## src/hw/rtl/sbb_pkg.sv

```systemverilog
// ----------------------------------------------------------------------------
// sbb_pkg: shared types and constants of the spectrum bar binning unit
// Register indexes, field widths and the controller/datapath command structs.
// ----------------------------------------------------------------------------
package sbb_pkg;

   localparam int MAX_BARS = 64;
   localparam int MAX_BINS = 4096;

   localparam int BIN_W    = 13;
   localparam int SLOT_W   = 6;
   localparam int CNT_W    = 7;
   localparam int DIV_W    = 7;
   localparam int HGT_W    = 10;
   localparam int FS_W     = 16;
   localparam int CSR_IDX_W = 3;
   localparam int CSR_DAT_W = 16;

   localparam logic [CSR_IDX_W-1:0] REG_FIRST_BIN    = 3'd0;
   localparam logic [CSR_IDX_W-1:0] REG_BAR_COUNT    = 3'd1;
   localparam logic [CSR_IDX_W-1:0] REG_NORM_DIVISOR = 3'd2;
   localparam logic [CSR_IDX_W-1:0] REG_CHART_HEIGHT = 3'd3;
   localparam logic [CSR_IDX_W-1:0] REG_FULL_SCALE   = 3'd4;

   // request payload: table load or one transform bin
   typedef struct packed {
      logic              kind;
      logic [SLOT_W-1:0] bar_slot;
      logic [BIN_W-1:0]  bar_end_bin;
      logic [31:0]       real_part;
      logic [31:0]       imag_part;
      logic              last_bin;
   } sbb_req_type;

   // response payload: one finished bar
   typedef struct packed {
      logic [SLOT_W-1:0] bar_number;
      logic [HGT_W-1:0]  bar_height;
      logic              bar_empty;
      logic              last_bar;
   } sbb_rsp_type;

   // controller -> datapath
   typedef struct packed {
      logic load_bin;     // latch bin payload, start power product
      logic accum;        // add product into the sum
      logic calc_bar;     // start sqrt/divide of current bar
      logic step;         // one iteration of sqrt or divide
      logic sel_div;      // 0: sqrt phase, 1: divide phase
      logic finish;       // load result register, advance bar
      logic clear_frame;  // return to frame start
      logic bump_counter; // advance bin counter
   } sbb_cmd_type;

   // datapath -> controller
   typedef struct packed {
      logic bin_ok;       // bin index in range and at/after first_bin
      logic bar_left;     // a bar is still open
      logic bar_closes;   // current bar end at or below bin index
   } sbb_status_type;

endpackage

```

## src/hw/rtl/sbb_ctrl.sv

```systemverilog
// ----------------------------------------------------------------------------
// sbb_ctrl: sequencer of the bar binning unit
// Accepts one item at a time, steps the datapath through power accumulation,
// bar closing (square root then divide) and the end-of-frame flush.
// ----------------------------------------------------------------------------
module sbb_ctrl
   import sbb_pkg::*;
#(
   parameter int ROOT_STEPS = 32,
   parameter int DIV_STEPS  = 32
) (
   input  logic           clock,
   input  logic           reset,
   input  logic           in_valid,
   input  logic           in_kind,
   input  logic           in_last,
   output logic           in_ready,
   output logic           out_valid,
   input  logic           out_ready,
   input  sbb_status_type status,
   output sbb_cmd_type    cmd
);

   typedef enum logic [2:0] {
      ST_IDLE, ST_CHECK, ST_ACCUM, ST_ROOT, ST_DIV, ST_SHOW, ST_FLUSH
   } state_type;

   localparam int STEP_W = $clog2(ROOT_STEPS > DIV_STEPS ? ROOT_STEPS : DIV_STEPS) + 1;

   state_type         state_ff, state_in;
   logic [STEP_W-1:0] step_ff, step_in;
   logic              last_ff, last_in;
   logic              flushing_ff, flushing_in;
   logic              out_valid_ff, out_valid_in;

   assign in_ready  = (state_ff == ST_IDLE);
   assign out_valid = out_valid_ff;

   always_comb begin
      state_in     = state_ff;
      step_in      = step_ff;
      last_in      = last_ff;
      flushing_in  = flushing_ff;
      out_valid_in = out_valid_ff;
      cmd          = '0;
      case (state_ff)
         ST_IDLE: begin
            if (in_valid && in_kind) begin
               cmd.load_bin = 1'b1;
               last_in      = in_last;
               flushing_in  = 1'b0;
               state_in     = ST_CHECK;
            end
         end
         ST_CHECK: begin
            // close bars whose end lies at or below this bin, then add it
            if (status.bin_ok && status.bar_left && status.bar_closes) begin
               cmd.calc_bar = 1'b1;
               step_in      = '0;
               state_in     = ST_ROOT;
            end else if (status.bin_ok && status.bar_left) begin
               state_in = ST_ACCUM;
            end else begin
               flushing_in = 1'b1;
               state_in    = ST_FLUSH;
            end
         end
         ST_ACCUM: begin
            cmd.accum   = 1'b1;
            flushing_in = 1'b1;
            state_in    = ST_FLUSH;
         end
         ST_FLUSH: begin
            if (last_ff && status.bar_left) begin
               cmd.calc_bar = 1'b1;
               step_in      = '0;
               state_in     = ST_ROOT;
            end else begin
               if (last_ff) cmd.clear_frame = 1'b1;
               else cmd.bump_counter = 1'b1;
               state_in = ST_IDLE;
            end
         end
         ST_ROOT: begin
            cmd.step = 1'b1;
            step_in  = step_ff + 1'b1;
            if (step_ff == STEP_W'(ROOT_STEPS - 1)) begin
               step_in  = '0;
               state_in = ST_DIV;
            end
         end
         ST_DIV: begin
            cmd.step    = 1'b1;
            cmd.sel_div = 1'b1;
            step_in     = step_ff + 1'b1;
            if (step_ff == STEP_W'(DIV_STEPS - 1)) begin
               state_in = ST_SHOW;
            end
         end
         ST_SHOW: begin
            if (!out_valid_ff) begin
               cmd.finish   = 1'b1;
               out_valid_in = 1'b1;
               state_in     = flushing_ff ? ST_FLUSH : ST_CHECK;
            end
         end
         default: state_in = ST_IDLE;
      endcase
      if (out_valid_ff && out_ready) out_valid_in = 1'b0;
      if (cmd.finish) out_valid_in = 1'b1;
   end

   always_ff @(posedge clock) begin
      if (reset) begin
         state_ff     <= ST_IDLE;
         step_ff      <= '0;
         last_ff      <= 1'b0;
         flushing_ff  <= 1'b0;
         out_valid_ff <= 1'b0;
      end else begin
         state_ff     <= state_in;
         step_ff      <= step_in;
         last_ff      <= last_in;
         flushing_ff  <= flushing_in;
         out_valid_ff <= out_valid_in;
      end
   end

endmodule

```

## config.mk

```make
export PLATFORM = sky130hd
export DESIGN_NAME = sbb_ctrl
export DESIGN_NICKNAME = d
export VERILOG_FILES = /design/src/hw/rtl/sbb_pkg.sv /design/src/hw/rtl/sbb_ctrl.sv
export SDC_FILE = /design/constraint.sdc
export NUM_CORES = 1
export LEC_CHECK = 0
export BUFFER_PORTS_ARGS = -buffer_cell sky130_fd_sc_hd__buf_2
export CAP_MARGIN = 20
export CORE_UTILIZATION = 40
export CTS_BUF_LIST = sky130_fd_sc_hd__clkbuf_8
export CTS_CLUSTER_SIZE = 25
export DETAILED_ROUTE_END_ITERATION = 16
export PLACE_DENSITY = 0.69
export SYNTH_ARGS = -nofsm -noshare
export SYNTH_HDL_FRONTEND = slang
export SYNTH_SLANG_ARGS = --single-unit
export TNS_END_PERCENT = 10
```

## constraint.sdc

```tcl
create_clock -name clock -period 3.7 [get_ports clock]
set_input_delay 0.74 -clock clock [delete_from_list [all_inputs] [get_ports clock]]
set_output_delay 0.74 -clock clock [all_outputs]
set_load 0.05 [all_outputs]
```

Yosys cells after proc, flatten, opt, wreduce, memory -nomap -nowiden
Index checks and enable logic that the tools add are counted.
{ "totals": {"regBits": 12, "latchBits": 0, "ram_bits": 0, "mem_bits_ro": 0, "in_bits": 9, "output_inout_bits": 10, "wordCells": 69, "n_memories": 0} }
{ "op_classes": {"n_addsub": 1, "n_mul": 0, "div_mod_pow": 0, "order_cmp": 0, "n_eq_ne": 15, "shifts": 0, "mux": 34, "n_bitwise": 0, "reduce_logical": 14} }
{ "ops": {"columns": ["operator", "n"], "rows": [
  ["one-hot mux 6 bit (4 select lines)", 1],
  ["2-to-1 mux 3 bit", 7],
  ["one-hot mux 3 bit (7 select lines)", 1],
  ["2-to-1 mux 6 bit", 3],
  ["2-to-1 mux 1 bit", 17],
  ["inequality test 2 bit, second input constant", 7],
  ["equality test 3 bit, second input constant", 3],
  ["AND reduction 4 bit", 2],
  ["adder 6 x 1 -> 6 bit, second input constant", 1],
  ["equality test 3 x 2 -> 1 bit, second input constant", 2],
  ["equality test 6 x 5 -> 1 bit, second input constant", 1],
  ["2-to-1 mux 2 bit", 3],
  ["nonzero test 3 bit", 2],
  ["logical AND 1 bit", 5],
  ["nonzero test 4 bit", 1],
  ["equality test 3 x 1 -> 1 bit, second input constant", 1],
  ["zero test 3 bit", 1],
  ["one-hot mux 1 bit (3 select lines)", 1],
  ["AND reduction 3 bit", 1],
  ["inequality test 2 x 1 -> 1 bit, second input constant", 1],
  ["one-hot mux 1 bit (2 select lines)", 1],
  ["AND reduction 2 bit", 1],
  ["OR reduction 2 bit", 1]
]} }

Logic depth before layout (Yosys ltp)
Gate-level depths: netlist of run 1.
{ "depth": {"word_depth": 4, "ltp_mapped": 6, "mapped_depth_nobuf": 5} }

Least setup slack after synthesis of run 1
Ideal clock, no wire load.
{ "synth_timing": {"path_type": "register to output", "startpoint": "register state_ff[0]", "endpoint": "output port cmd[7] (netlist name)", "arrival_time_ps": 2547, "t_required_ps": 2960, "slack_ps": 413, "stages_incl_launch_ff": 4, "path_buffers": 1, "path_cell_list": "dfxtp_1 -> buf_4 -> nor3_1 -> nor2b_1"} }
{ "synth_lines": {"columns": ["item", "line_no", "text"], "rows": [
  ["start: declaration", "sbb_ctrl.sv:30", "state_type state_ff, state_in;"],
  ["start signal: assignment", "sbb_ctrl.sv:121", "state_ff <= state_in;"],
  ["end: declaration", "sbb_ctrl.sv:21", "output sbb_cmd_type cmd"]
]} }

==> report_table.html, run 1 <==
<table>
<tr><th>Metric</th><th>Value</th></tr>
<tr><th colspan="2">Worst setup path</th></tr>
<tr><td>Data arrival time of the worst path</td><td>1850 ps</td></tr>
<tr><td>Peak fanout along the critical path</td><td>20</td></tr>
<tr><td>Max incr delay on CP</td><td>700 ps</td></tr>
<tr><td>Path type of the worst setup path</td><td>reg2out</td></tr>
<tr><td>Nature of the critical path endpoint</td><td>output port</td></tr>
<tr><td>Count of buffer and inverter cells on the critical path</td><td>1</td></tr>
<tr><td>R2R setup slack</td><td>1810 ps</td></tr>
<tr><td>Reg2Reg Depth</td><td>4</td></tr>
<tr><td>Kind of cell adding the most delay to the critical path</td><td>flip-flops</td></tr>
<tr><td>Worst r2r src</td><td>state_ff[1]$_SDFFE_PP0P_</td></tr>
<tr><td>Kind of launch point of the worst setup path</td><td>register</td></tr>
<tr><td>Critical Path Slowest Stage Cell</td><td>sky130_fd_sc_hd__dfxtp_1</td></tr>
<tr><td>FF-to-FF End</td><td>step_ff[5]$_SDFFE_PP0P_</td></tr>
<tr><td>Critical path, cell by cell</td><td>nor2b_1, nand2_1, o32ai_1, buf_2</td></tr>
<tr><td>Crit path required time</td><td>2960 ps</td></tr>
<tr><th colspan="2">Yosys</th></tr>
<tr><td>Yosys cell types</td><td>38</td></tr>
<tr><td>Proportion of synthesized chip area in sequential cells</td><td>30.3%</td></tr>
<tr><td>Number of enable-type register cells in the synthesized netlist</td><td>0</td></tr>
<tr><td>Leading register cell type out of synthesis</td><td>sky130_fd_sc_hd__dfxtp_1</td></tr>
<tr><td>Netlist Area Pre-Place</td><td>793 um^2</td></tr>
<tr><td>Gate count of the mapped netlist</td><td>104</td></tr>
<tr><td>Proportion of synthesized flip-flops having asynchronous set or reset</td><td>0%</td></tr>
<tr><td>Share of the synthesized area in the top cell type</td><td>30.3%</td></tr>
<tr><td>Cell taking the most area after synthesis</td><td>sky130_fd_sc_hd__dfxtp_1</td></tr>
<tr><td>Synth warn</td><td>0</td></tr>
<tr><td>Synthesis-stage register bit count</td><td>12</td></tr>
<tr><td>Synthesized area per cell</td><td>7.63 um^2</td></tr>
<tr><td>Post-synthesis net count</td><td>114</td></tr>
<tr><td>Synth area leaders</td><td>sky130_fd_sc_hd__dfxtp_1, sky130_fd_sc_hd__a21oi_1, sky130_fd_sc_hd__nand3_1, sky130_fd_sc_hd__nor2_1, sky130_fd_sc_hd__nor2b_1</td></tr>
<tr><th colspan="2">Worst hold path</th></tr>
<tr><td>Type of the worst min-delay path</td><td>reg2reg</td></tr>
<tr><td>Number of cells traversed by the worst hold path</td><td>2</td></tr>
<tr><td>Startpoint of the most critical hold path</td><td>step_ff[5]$_SDFFE_PP0P_</td></tr>
<tr><td>Hold-critical path endpoint</td><td>step_ff[5]$_SDFFE_PP0P_</td></tr>
<tr><th colspan="2">STA</th></tr>
<tr><td>Count of endpoints failing hold in the final timing report</td><td>0</td></tr>
<tr><td>Setup Viol. Count Final</td><td>0</td></tr>
<tr><td>Shortest clock period the worst path allows after layout</td><td>2590 ps</td></tr>
<tr><td>Max Clock Freq</td><td>386 MHz</td></tr>
<tr><td>Worst Max-Slew Pin Slew</td><td>604 ps</td></tr>
<tr><td>Max-slew headroom</td><td>59.7%</td></tr>
<tr><td>Final Skew</td><td>3.09 ps</td></tr>
<tr><td>Fin Setup TNS</td><td>0 ps</td></tr>
<tr><td>Unrepaired setup endpoints after global routing</td><td>false</td></tr>
<tr><td>Max Transition Viols Final</td><td>0</td></tr>
<tr><td>Portion of the clock cycle consumed by the worst path in the final layout</td><td>70.0%</td></tr>
<tr><th colspan="2">Clock network</th></tr>
<tr><td>H-tree depth</td><td>1</td></tr>
<tr><td>Worst-Skew Late Latency</td><td>230 ps</td></tr>
<tr><td>Number of sinks handled by clock tree synthesis</td><td>12</td></tr>
<tr><td>Total of hold buffers inserted after clock tree synthesis</td><td>0</td></tr>
<tr><td>Clock transition at the registers of the reported paths</td><td>50 ps</td></tr>
<tr><td>Clock buffer depth</td><td>2</td></tr>
<tr><td>Clock tree from TritonCTS</td><td>built</td></tr>
<tr><td># resized after CTS</td><td>0</td></tr>
<tr><td>Number of buffers inserted during clock tree synthesis</td><td>3</td></tr>
<tr><td>Clock root buffer master</td><td>sky130_fd_sc_hd__clkbuf_8</td></tr>
<tr><td>Post-CTS setup-driven buffer insertion count</td><td>0</td></tr>
<tr><th colspan="2">Drt</th></tr>
<tr><td>Total number of vias</td><td>804</td></tr>
<tr><td>First-iteration detailed-routing DRC count</td><td>12</td></tr>
<tr><td>Number of nets with antenna violations after detailed routing</td><td>0</td></tr>
<tr><td>Per-cell routed wire length</td><td>12.6 um</td></tr>
<tr><td>Total Routed Length</td><td>1820 um</td></tr>
<tr><td>Drc violations</td><td>0</td></tr>
<tr><td>Via density</td><td>5.58</td></tr>
<tr><td>Count of TritonRoute iterations in the first routing pass</td><td>4</td></tr>
<tr><th colspan="2">Pwr</th></tr>
<tr><td>Areal power density over the cells</td><td>532 nW/um^2</td></tr>
<tr><td>Maximum resistive drop on vdd</td><td>252 uV</td></tr>
<tr><td>Static Leak</td><td>0.372 nW</td></tr>
<tr><th colspan="2">Final layout</th></tr>
<tr><td>Total area of multi-input combinational cells</td><td>489 um^2</td></tr>
<tr><td>Final Non-Filler Cells</td><td>144</td></tr>
<tr><td>Storage cell area</td><td>240 um^2</td></tr>
<tr><td>Total Nets Final</td><td>131</td></tr>
<tr><td>Filler cell count</td><td>179</td></tr>
<tr><td>Post-synthesis to final-layout area growth</td><td>15.8%</td></tr>
<tr><td>Layout cells sized above 1</td><td>19.3%</td></tr>
<tr><td>Number of diodes</td><td>0</td></tr>
<tr><th colspan="2">Global route</th></tr>
<tr><td>Global-route usage over all layers</td><td>19.6%</td></tr>
<tr><td>Global-route wire length before repair</td><td>2960 um</td></tr>
<tr><td>Grt total ovfl</td><td>0</td></tr>
<tr><td>Antenna violations before repair</td><td>0</td></tr>
<tr><td>Vias in the first global route</td><td>689</td></tr>
<tr><td>Largest net degree at the start of global routing</td><td>21</td></tr>
<tr><th colspan="2">Floorplan</th></tr>
<tr><td>Y dimension of the die</td><td>46.5 um</td></tr>
<tr><td>Die area</td><td>2170 um^2</td></tr>
<tr><td>Core footprint</td><td>1780 um^2</td></tr>
<tr><td>Horizontal extent of the die</td><td>46.5 um</td></tr>
<tr><td>Starting density of the core</td><td>44.5%</td></tr>
<tr><td>Number of top-level pins</td><td>19</td></tr>
<tr><td>Number of placement rows</td><td>15</td></tr>
<tr><th colspan="2">Run</th></tr>
<tr><td>Max-cap violations</td><td>0</td></tr>
<tr><th colspan="2">Place</th></tr>
<tr><td>Port-buffer cells</td><td>18</td></tr>
<tr><td>Inst Count DP</td><td>141</td></tr>
<tr><td>Final weighted congestion in routability-driven placement</td><td>0.832</td></tr>
<tr><td>Final HPWL from detailed placement</td><td>1380 um</td></tr>
<tr><th colspan="2">Outcome</th></tr>
<tr><td>Status</td><td>completed</td></tr>
</table>
-- layout by cell type (no fill, tap or decap), types with 2 or more instances in the layout --
cell type	netlist	routed
sky130_fd_sc_hd__a211oi_1	2	2
sky130_fd_sc_hd__a21oi_1	9	9
sky130_fd_sc_hd__a31oi_1	4	4
sky130_fd_sc_hd__buf_2	0	18
sky130_fd_sc_hd__clkbuf_8	0	3
sky130_fd_sc_hd__dfxtp_1	12	12
sky130_fd_sc_hd__inv_1	7	7
sky130_fd_sc_hd__mux2i_1	2	2
sky130_fd_sc_hd__nand2_1	8	8
sky130_fd_sc_hd__nand3_1	8	8
sky130_fd_sc_hd__nor2_1	10	10
sky130_fd_sc_hd__nor2b_1	5	5
sky130_fd_sc_hd__nor3_1	3	3
sky130_fd_sc_hd__o21ai_0	4	4
sky130_fd_sc_hd__o22a_1	2	2
sky130_fd_sc_hd__or3_1	2	2
-- state kept, by name, indices dropped and copies added, names as in the netlist --
register,count
step_ff,6
state_ff,3
flushing_ff,1
last_ff,1
out_valid,1
-- layer usage --
metal	vias to the layer above	part of all wire [%]	GRT usage (%)
met4	0	0.55	10.6
li1	413	-	-
met3	2	3.4	2.75
met2	16	47	31.1
met5	-	0	0
met1	373	49	25.1
-- cell usage after synthesis (2+ instances only) --
cell,count
sky130_fd_sc_hd__a211oi_1,2
sky130_fd_sc_hd__a21oi_1,9
sky130_fd_sc_hd__a31oi_1,4
sky130_fd_sc_hd__buf_4,2
sky130_fd_sc_hd__clkbuf_1,2
sky130_fd_sc_hd__dfxtp_1,12
sky130_fd_sc_hd__inv_1,7
sky130_fd_sc_hd__mux2i_1,2
sky130_fd_sc_hd__nand2_1,8
sky130_fd_sc_hd__nand3_1,8
sky130_fd_sc_hd__nor2_1,10
sky130_fd_sc_hd__nor2b_1,5
sky130_fd_sc_hd__nor3_1,3
sky130_fd_sc_hd__o21ai_0,4
sky130_fd_sc_hd__o22a_1,2
sky130_fd_sc_hd__or3_1,2
-- area by class of cell --
class	instances	area share [%]
clock buffers	3	4.50
repair buffers	18	9.81
well taps	25	3.41
inverters	7	2.86
multi-input cells	79	53.3
flip-flops and latches	12	26.2
-- power by group --
group	leakage (nW)	internal, mW	switching [mW]
registers	0.0975	0.144	0.0319
logic	0.253	0.0700	0.127
clock network	0.0216	0.0715	0.0442
-- worst max-delay path by stage --
| stage | startpoint | end | depth (start not counted) |
|---|---|---|---|
| after floorplan | state_ff[0]$_SDFFE_PP0P_ | cmd[7] | 3 |
| after global placement | status[1] | cmd[5] | 4 |
| after detailed placement | state_ff[1]$_SDFFE_PP0P_ | cmd[5] | 4 |
| after CTS | state_ff[1]$_SDFFE_PP0P_ | cmd[5] | 4 |
| after global routing | state_ff[1]$_SDFFE_PP0P_ | cmd[5] | 4 |
| final | state_ff[1]$_SDFFE_PP0P_ | cmd[5] | 4 |
-- worst min-delay path: cells and delay by family (launching register included) --
family	cells	cell delay, ps
DFF	1	310
AOI/OAI and AO/OA	2	120
-- stage by stage --
step                power [mW]  utilization, %  hold slack, ps  instance area (um^2)  worst slack, ps
global route             0.520            51.5             512                   918              990
finish                   0.489            51.5             482                   918             1110
detailed placement       0.374            49.2             478                   877             1370
floorplan                0.343               -             452                   793              413
global placement         0.370            49.2             469                   877             1420
CTS                      0.491            51.5             484                   918             1120
-- cell families after synthesis --
| logic type | after synthesis | share of synthesized area (%) |
|---|---|---|
| AND/OR/NAND/NOR | 43 | 28.2 |
| AO/OA/AOI/OAI | 32 | 28.2 |
| buffers and inverters | 13 | 8.04 |
| flip-flops | 12 | 30.3 |
| multiplexers | 2 | 2.52 |
| XOR/XNOR | 1 | 1.10 |
| adder cells (fa/ha/maj) | 1 | 1.58 |
(Power assumes the default switching activity.)
==> inputs of run 2 (changes only) <==
- clock period: 3.7 -> 2.61 ns (I/O delays scaled with it)
==> run 2 against run 1 <==
- total power grew 51%
- die area did not move
- combinational power is 45% higher
- worst hold slack better by 31 ps
- sequential power grew 39%
- clock power up 80%
- via count is 1.2% higher
==> report_table.html, run 2 (synthesis gave the netlist of run 1 again) <==
<table>
<tr><th>Metric</th><th>Value</th></tr>
<tr><th colspan="2">Worst setup path</th></tr>
<tr><td>Kind of cell adding the most delay to the critical path</td><td>flip-flops</td></tr>
<tr><td>Launching instance or port of the critical path</td><td>state_ff[0]$_SDFFE_PP0P_</td></tr>
<tr><td>Max incr delay on CP</td><td>630 ps (-70 ps)</td></tr>
<tr><td>Critical Path Slowest Stage Cell</td><td>sky130_fd_sc_hd__dfxtp_1</td></tr>
<tr><td>Crit path required time</td><td>2090 ps (-870 ps)</td></tr>
<tr><td>Peak fanout along the critical path</td><td>14 (-30%)</td></tr>
<tr><td>Path type of the worst setup path</td><td>reg2out</td></tr>
<tr><td>Worst r2r src</td><td>state_ff[0]$_SDFFE_PP0P_</td></tr>
<tr><td>Kind of launch point of the worst setup path</td><td>register</td></tr>
<tr><td>Critical path, cell by cell</td><td>nand2b_4, o32ai_1, buf_2</td></tr>
<tr><td>Nature of the critical path endpoint</td><td>output port</td></tr>
<tr><td>Data arrival time of the worst path</td><td>1770 ps (-80 ps)</td></tr>
<tr><td>Count of buffer and inverter cells on the critical path</td><td>1 (unchanged)</td></tr>
<tr><th colspan="2">Drt</th></tr>
<tr><td>Total number of vias</td><td>814 (+1.2%)</td></tr>
<tr><td>Total Routed Length</td><td>1810 um (-0.50%)</td></tr>
<tr><td>Number of nets with antenna violations after detailed routing</td><td>0 (unchanged)</td></tr>
<tr><td>Drc violations</td><td>0 (unchanged)</td></tr>
<tr><td>First-iteration detailed-routing DRC count</td><td>16 (+4)</td></tr>
<tr><td>Per-cell routed wire length</td><td>12.4 um (-1.9%)</td></tr>
<tr><td>Count of TritonRoute iterations in the first routing pass</td><td>4 (unchanged)</td></tr>
<tr><td>Via density</td><td>5.58 (-0.14%)</td></tr>
<tr><th colspan="2">STA</th></tr>
<tr><td>Count of endpoints failing hold in the final timing report</td><td>0 (unchanged)</td></tr>
<tr><td>Final Skew</td><td>2.87 ps (-0.221 ps)</td></tr>
<tr><td>Setup Viol. Count Final</td><td>0 (unchanged)</td></tr>
<tr><td>Max Transition Viols Final</td><td>0 (unchanged)</td></tr>
<tr><td>Max Clock Freq</td><td>437 MHz</td></tr>
<tr><td>Worst Max-Slew Pin Slew</td><td>499 ps (-105 ps)</td></tr>
<tr><td>Worst hold slack</td><td>513 ps (+31.4 ps)</td></tr>
<tr><td>Max-slew headroom</td><td>66.7% (+7.0 points)</td></tr>
<tr><td>Shortest clock period the worst path allows after layout</td><td>2290 ps</td></tr>
<tr><td>Portion of the clock cycle consumed by the worst path in the final layout</td><td>87.7%</td></tr>
<tr><td>Unrepaired setup endpoints after global routing</td><td>false</td></tr>
<tr><td>Slack of the critical path</td><td>320 ps (-789 ps)</td></tr>
<tr><td>Fin Setup TNS</td><td>0 ps (unchanged)</td></tr>
<tr><th colspan="2">Place</th></tr>
<tr><td>Port-buffer cells</td><td>18 (unchanged)</td></tr>
<tr><td>Final weighted congestion in routability-driven placement</td><td>0.813 (-2.3%)</td></tr>
<tr><td>Final HPWL from detailed placement</td><td>1360 um (-1.5%)</td></tr>
<tr><td>Inst Count DP</td><td>142 (+0.71%)</td></tr>
<tr><td>Worst slack, placed</td><td>606 ps (-763 ps)</td></tr>
<tr><td>Instance area after placement</td><td>890 um^2 (+1.4%)</td></tr>
<tr><th colspan="2">Floorplan</th></tr>
<tr><td>Starting density of the core</td><td>44.5% (unchanged)</td></tr>
<tr><td>Number of placement rows</td><td>15 (unchanged)</td></tr>
<tr><td>Y dimension of the die</td><td>46.5 um (unchanged)</td></tr>
<tr><td>Number of top-level pins</td><td>19 (unchanged)</td></tr>
<tr><td>Horizontal extent of the die</td><td>46.5 um (unchanged)</td></tr>
<tr><td>Die area</td><td>2170 um^2 (unchanged)</td></tr>
<tr><td>Core footprint</td><td>1780 um^2 (unchanged)</td></tr>
<tr><th colspan="2">Global route</th></tr>
<tr><td>Global-route wire length before repair</td><td>2790 um (-5.6%)</td></tr>
<tr><td>Antenna violations before repair</td><td>0 (unchanged)</td></tr>
<tr><td>Grt total ovfl</td><td>0 (unchanged)</td></tr>
<tr><td>Largest net degree at the start of global routing</td><td>15 (-29%)</td></tr>
<tr><td>Vias in the first global route</td><td>622 (-9.7%)</td></tr>
<tr><td>Global-route usage over all layers</td><td>19.0% (-0.53 points)</td></tr>
<tr><th colspan="2">Final layout</th></tr>
<tr><td>Commonest cells after routing, fill and taps aside</td><td>sky130_fd_sc_hd__buf_2, sky130_fd_sc_hd__dfxtp_1, sky130_fd_sc_hd__nor2_1</td></tr>
<tr><td>Utilization after layout</td><td>53.0% (+1.5 points)</td></tr>
<tr><td>Flip-flop count of the largest register, all copies and words added</td><td>6 (unchanged)</td></tr>
<tr><td>Layout cells sized above 1</td><td>21.5% (+2.2 points)</td></tr>
<tr><td>Largest Register</td><td>step_ff</td></tr>
<tr><td>Number of diodes</td><td>0 (unchanged)</td></tr>
<tr><td>Post-synthesis to final-layout area growth</td><td>19.1%</td></tr>
<tr><td>Post-route design area</td><td>945 um^2 (+2.9%)</td></tr>
<tr><td>Total Nets Final</td><td>132 (+0.76%)</td></tr>
<tr><td>Registers with the most flip-flops</td><td>step_ff (6), state_ff (3)</td></tr>
<tr><td>Most common library cell in the layout ignoring fill and taps</td><td>sky130_fd_sc_hd__buf_2</td></tr>
<tr><td>Final Non-Filler Cells</td><td>146 (+1.4%)</td></tr>
<tr><th colspan="2">Pwr</th></tr>
<tr><td>Maximum resistive drop on vdd</td><td>549 uV (+120%)</td></tr>
<tr><td>Static Leak</td><td>0.386 nW (+3.7%)</td></tr>
<tr><td>Areal power density over the cells</td><td>782 nW/um^2 (+47%)</td></tr>
<tr><td>Overall power</td><td>0.738 mW (+51%)</td></tr>
<tr><th colspan="2">Clock network</th></tr>
<tr><td>Number of sinks handled by clock tree synthesis</td><td>12 (unchanged)</td></tr>
<tr><td>Clock buffer depth</td><td>2 (unchanged)</td></tr>
<tr><td>Post-CTS setup-driven buffer insertion count</td><td>0 (unchanged)</td></tr>
<tr><td>Worst-Skew Late Latency</td><td>250 ps (+20 ps)</td></tr>
<tr><td># resized after CTS</td><td>0 (unchanged)</td></tr>
<tr><td>Clock transition at the registers of the reported paths</td><td>60 ps (about the same)</td></tr>
<tr><td>Total of hold buffers inserted after clock tree synthesis</td><td>0 (unchanged)</td></tr>
<tr><td>Clock root buffer master</td><td>sky130_fd_sc_hd__clkbuf_8</td></tr>
<tr><td>H-tree depth</td><td>1 (unchanged)</td></tr>
<tr><td>Clock tree from TritonCTS</td><td>built</td></tr>
<tr><td>Number of buffers inserted during clock tree synthesis</td><td>3 (unchanged)</td></tr>
<tr><th colspan="2">Run</th></tr>
<tr><td>Max-cap violations</td><td>0 (unchanged)</td></tr>
<tr><th colspan="2">Worst hold path</th></tr>
<tr><td>Type of the worst min-delay path</td><td>in2reg</td></tr>
<tr><td>Startpoint of the most critical hold path</td><td>in_last</td></tr>
<tr><th colspan="2">Outcome</th></tr>
<tr><td>Status</td><td>completed</td></tr>
</table>
## run 2: metal layers
layer  vias to the layer above  GRT usage [%]  share of wire, %
met1                       370           25.6                50
met3                         4           4.71               5.1
met5                         -              0                 0
li1                        414              -                 -
met4                         0           10.6               2.1
met2                        26           27.2                43
## run 2: final cells by class
type                       instances  area [um^2]
clock buffer                       4         55.1
fill                             186          838
inverter                           7         26.3
multi-input combinational         79          494
sequential                        12          240
tap                               25         31.3
timing repair buffer              19         97.6
## run 2: worst register-to-register path, stage by stage, from the launching register on
cell,delay (ps)
sky130_fd_sc_hd__dfxtp_1,630
sky130_fd_sc_hd__nand2b_4,120
sky130_fd_sc_hd__o22a_1,340
sky130_fd_sc_hd__or4_1,530
sky130_fd_sc_hd__a21oi_1,140
## run 2: worst paths after layout
path | end | slack [ps] | cells after the start
setup / recovery | cmd[5] | 320 | 3
hold / removal | last_ff$_SDFFE_PP0P_ | 510 | 3
setup reg to reg | step_ff[5]$_SDFFE_PP0P_ | 780 | 4
hold reg to reg | step_ff[3]$_SDFFE_PP0P_ | 520 | 2
## run 2: power by group
group	leakage [nW]	total (mW)	internal [mW]	switching, mW
Sequential	0.0975	0.244	0.204	0.0398
Clock	0.0288	0.209	0.134	0.0749
Combinational	0.260	0.286	0.103	0.183
Total	0.386	0.738	0.441	0.298
==> inputs of run 3 (changes only) <==
==> constraint.sdc (replaced) <==
create_clock -name clock -period 2.61 [get_ports clock]
set_input_delay 0.261 -clock clock [delete_from_list [all_inputs] [get_ports clock]]
set_output_delay 0.261 -clock clock [all_outputs]
set_load 0.05 [all_outputs]
==> run 3 against run 2 <==
- wire length is 2.9% lower
- global-route usage is 0.18 points lower
- final area is 0.79% lower
- setup slack better by 150 ps
- count of clock-buffer cells in the layout stayed put
- sequential cell count stayed put
- via count is 3.2% lower
- clock power is 3% lower
- non-clock buffer count is 1 lower
- first-iteration DRC count is 130% higher
- fmax is 7.1% higher
- critical path type unchanged
==> report_table.html, run 3 (synthesis gave the netlist of run 1 again) <==
<table>
<tr><th>Metric</th><th>Value</th></tr>
<tr><th colspan="2">Outcome</th></tr>
<tr><td>Status</td><td>completed</td></tr>
<tr><th colspan="2">Final layout</th></tr>
<tr><td>Flip-flop count of the largest register, all copies and words added</td><td>6 (unchanged)</td></tr>
<tr><td>Registers with the most flip-flops</td><td>step_ff (6), state_ff (3)</td></tr>
<tr><td>Layout cells sized above 1</td><td>20.8% (-0.65 points)</td></tr>
<tr><td>Filler cell count</td><td>171 (-8.1%)</td></tr>
<tr><td>Most common library cell in the layout ignoring fill and taps</td><td>sky130_fd_sc_hd__buf_2</td></tr>
<tr><td>Number of diodes</td><td>0 (unchanged)</td></tr>
<tr><td>Largest Register</td><td>step_ff</td></tr>
<tr><td>Utilization after layout</td><td>52.6% (-0.42 points)</td></tr>
<tr><td>Final Non-Filler Cells</td><td>145 (-0.68%)</td></tr>
<tr><td>Total Nets Final</td><td>131 (-0.76%)</td></tr>
<tr><td>Commonest cells after routing, fill and taps aside</td><td>sky130_fd_sc_hd__buf_2, sky130_fd_sc_hd__dfxtp_1, sky130_fd_sc_hd__nor2_1</td></tr>
<tr><td>Post-route design area</td><td>937 um^2 (-0.79%)</td></tr>
<tr><td>Post-synthesis to final-layout area growth</td><td>18.1%</td></tr>
<tr><th colspan="2">Drt</th></tr>
<tr><td>Drc violations</td><td>0 (unchanged)</td></tr>
<tr><td>First-iteration detailed-routing DRC count</td><td>37 (+21)</td></tr>
<tr><td>Per-cell routed wire length</td><td>12.1 um (-2.2%)</td></tr>
<tr><td>Count of TritonRoute iterations in the first routing pass</td><td>4 (unchanged)</td></tr>
<tr><td>Number of nets with antenna violations after detailed routing</td><td>0 (unchanged)</td></tr>
<tr><td>Via density</td><td>5.43 (-2.5%)</td></tr>
<tr><td>Total Routed Length</td><td>1760 um (-2.9%)</td></tr>
<tr><td>Total number of vias</td><td>788 (-3.2%)</td></tr>
<tr><th colspan="2">Clock network</th></tr>
<tr><td>Clock transition at the registers of the reported paths</td><td>50 ps (about the same)</td></tr>
<tr><td>Clock buffer depth</td><td>2 (unchanged)</td></tr>
<tr><td>Number of sinks handled by clock tree synthesis</td><td>12 (unchanged)</td></tr>
<tr><td>Clock tree from TritonCTS</td><td>built</td></tr>
<tr><td>Total of hold buffers inserted after clock tree synthesis</td><td>0 (unchanged)</td></tr>
<tr><td>Number of buffers inserted during clock tree synthesis</td><td>3 (unchanged)</td></tr>
<tr><td>Clock root buffer master</td><td>sky130_fd_sc_hd__clkbuf_8</td></tr>
<tr><td>H-tree depth</td><td>1 (unchanged)</td></tr>
<tr><td>Worst-Skew Late Latency</td><td>240 ps (about the same)</td></tr>
<tr><td># resized after CTS</td><td>0 (unchanged)</td></tr>
<tr><td>Post-CTS setup-driven buffer insertion count</td><td>0 (unchanged)</td></tr>
<tr><th colspan="2">Pwr</th></tr>
<tr><td>Static Leak</td><td>0.381 nW (-1.4%)</td></tr>
<tr><td>Maximum resistive drop on vdd</td><td>383 uV (-30%)</td></tr>
<tr><td>Overall power</td><td>0.729 mW (-1.3%)</td></tr>
<tr><td>Areal power density over the cells</td><td>777 nW/um^2 (-0.54%)</td></tr>
<tr><th colspan="2">Global route</th></tr>
<tr><td>Global-route usage over all layers</td><td>18.9% (-0.18 points)</td></tr>
<tr><td>Largest net degree at the start of global routing</td><td>21 (+6)</td></tr>
<tr><td>Grt total ovfl</td><td>0 (unchanged)</td></tr>
<tr><td>Global-route wire length before repair</td><td>2840 um (+1.5%)</td></tr>
<tr><td>Vias in the first global route</td><td>626 (+0.64%)</td></tr>
<tr><td>Antenna violations before repair</td><td>0 (unchanged)</td></tr>
<tr><th colspan="2">Floorplan</th></tr>
<tr><td>Core footprint</td><td>1780 um^2 (unchanged)</td></tr>
<tr><td>Y dimension of the die</td><td>46.5 um (unchanged)</td></tr>
<tr><td>Number of placement rows</td><td>15 (unchanged)</td></tr>
<tr><td>Horizontal extent of the die</td><td>46.5 um (unchanged)</td></tr>
<tr><td>Starting density of the core</td><td>44.5% (unchanged)</td></tr>
<tr><td>Number of top-level pins</td><td>19 (unchanged)</td></tr>
<tr><td>Die area</td><td>2170 um^2 (unchanged)</td></tr>
<tr><th colspan="2">Worst setup path</th></tr>
<tr><td>Crit path required time</td><td>2350 ps (+260 ps)</td></tr>
<tr><td>Nature of the critical path endpoint</td><td>output port</td></tr>
<tr><td>Kind of launch point of the worst setup path</td><td>register</td></tr>
<tr><td>Data arrival time of the worst path</td><td>1880 ps (+110 ps)</td></tr>
<tr><td>R2R setup slack</td><td>770 ps (about the same)</td></tr>
<tr><td>Path type of the worst setup path</td><td>reg2out</td></tr>
<tr><td>Peak fanout along the critical path</td><td>20 (+6)</td></tr>
<tr><th colspan="2">STA</th></tr>
<tr><td>Slack of the critical path</td><td>471 ps (+151 ps)</td></tr>
<tr><td>Max Clock Freq</td><td>468 MHz (+7.1%)</td></tr>
<tr><td>Worst hold slack</td><td>261 ps (-252 ps)</td></tr>
<tr><td>Setup Viol. Count Final</td><td>0 (unchanged)</td></tr>
<tr><td>Count of endpoints failing hold in the final timing report</td><td>0 (unchanged)</td></tr>
<tr><td>Max-slew headroom</td><td>60.1% (-6.6 points)</td></tr>
<tr><td>Unrepaired setup endpoints after global routing</td><td>false</td></tr>
<tr><td>Portion of the clock cycle consumed by the worst path in the final layout</td><td>82.0% (-5.8 points)</td></tr>
<tr><td>Max Transition Viols Final</td><td>0 (unchanged)</td></tr>
<tr><td>Final Skew</td><td>5.17 ps (+2.30 ps)</td></tr>
<tr><td>Worst Max-Slew Pin Slew</td><td>597 ps (+98.3 ps)</td></tr>
<tr><td>Fin Setup TNS</td><td>0 ps (unchanged)</td></tr>
<tr><td>Shortest clock period the worst path allows after layout</td><td>2140 ps (-151 ps)</td></tr>
<tr><th colspan="2">Place</th></tr>
<tr><td>Inst Count DP</td><td>141 (-0.70%)</td></tr>
<tr><td>Instance area after placement</td><td>882 um^2 (-0.84%)</td></tr>
<tr><td>Final HPWL from detailed placement</td><td>1310 um (-3.9%)</td></tr>
<tr><td>Worst slack, placed</td><td>731 ps (+125 ps)</td></tr>
<tr><td>Final weighted congestion in routability-driven placement</td><td>0.851 (+4.6%)</td></tr>
<tr><td>Port-buffer cells</td><td>18 (unchanged)</td></tr>
<tr><th colspan="2">Worst hold path</th></tr>
<tr><td>Type of the worst min-delay path</td><td>in2reg</td></tr>
<tr><th colspan="2">Run</th></tr>
<tr><td>Max-cap violations</td><td>0 (unchanged)</td></tr>
</table>
## run 3: layout make-up
type | count | area, um^2 | share of cell area [%]
clock buffers | 4 | 55.1 | 5.87
repair buffers | 18 | 90.1 | 9.61
flip-flops and latches | 12 | 240 | 25.6
inverters | 7 | 26.3 | 2.80
well taps | 25 | 31.3 | 3.34
multi-input cells | 79 | 494 | 52.7
## run 3: path summary, 6_finish.rpt
check / startpoint / end / cells past startpoint
worst max-delay path: state_ff[1]$_SDFFE_PP0P_ / cmd[5] / 4
worst max register to register: state_ff[1]$_SDFFE_PP0P_ / step_ff[5]$_SDFFE_PP0P_ / 4
worst min register to register: step_ff[5]$_SDFFE_PP0P_ / step_ff[5]$_SDFFE_PP0P_ / 2
worst min-delay path: in_last / last_ff$_SDFFE_PP0P_ / 3
## run 3: per-layer routing
layer / share of wire (%) / global-route usage [%] / wire length, um / vias up
li1: - / - / - / 415
met1: 48 / 26.8 / 850 / 338
met2: 43 / 25.3 / 749 / 31
met3: 7.4 / 5.88 / 130 / 4
met4: 1.4 / 8.82 / 24 / 0
met5: 0 / 0 / 0 / -
## run 3: power by group
part | switching [mW] | internal (mW) | total (mW)
sequential | 0.0450 | 0.204 | 0.249
clock | 0.0687 | 0.133 | 0.202
combinational | 0.176 | 0.101 | 0.277
total | 0.290 | 0.439 | 0.729
## run 3: worst max-delay path, cell delays in order, from the launching register on
cell and delay (ps):
sky130_fd_sc_hd__dfxtp_1 690, sky130_fd_sc_hd__nor2b_1 240, sky130_fd_sc_hd__nand2_1 130, sky130_fd_sc_hd__o32ai_1 240
sky130_fd_sc_hd__buf_2 340
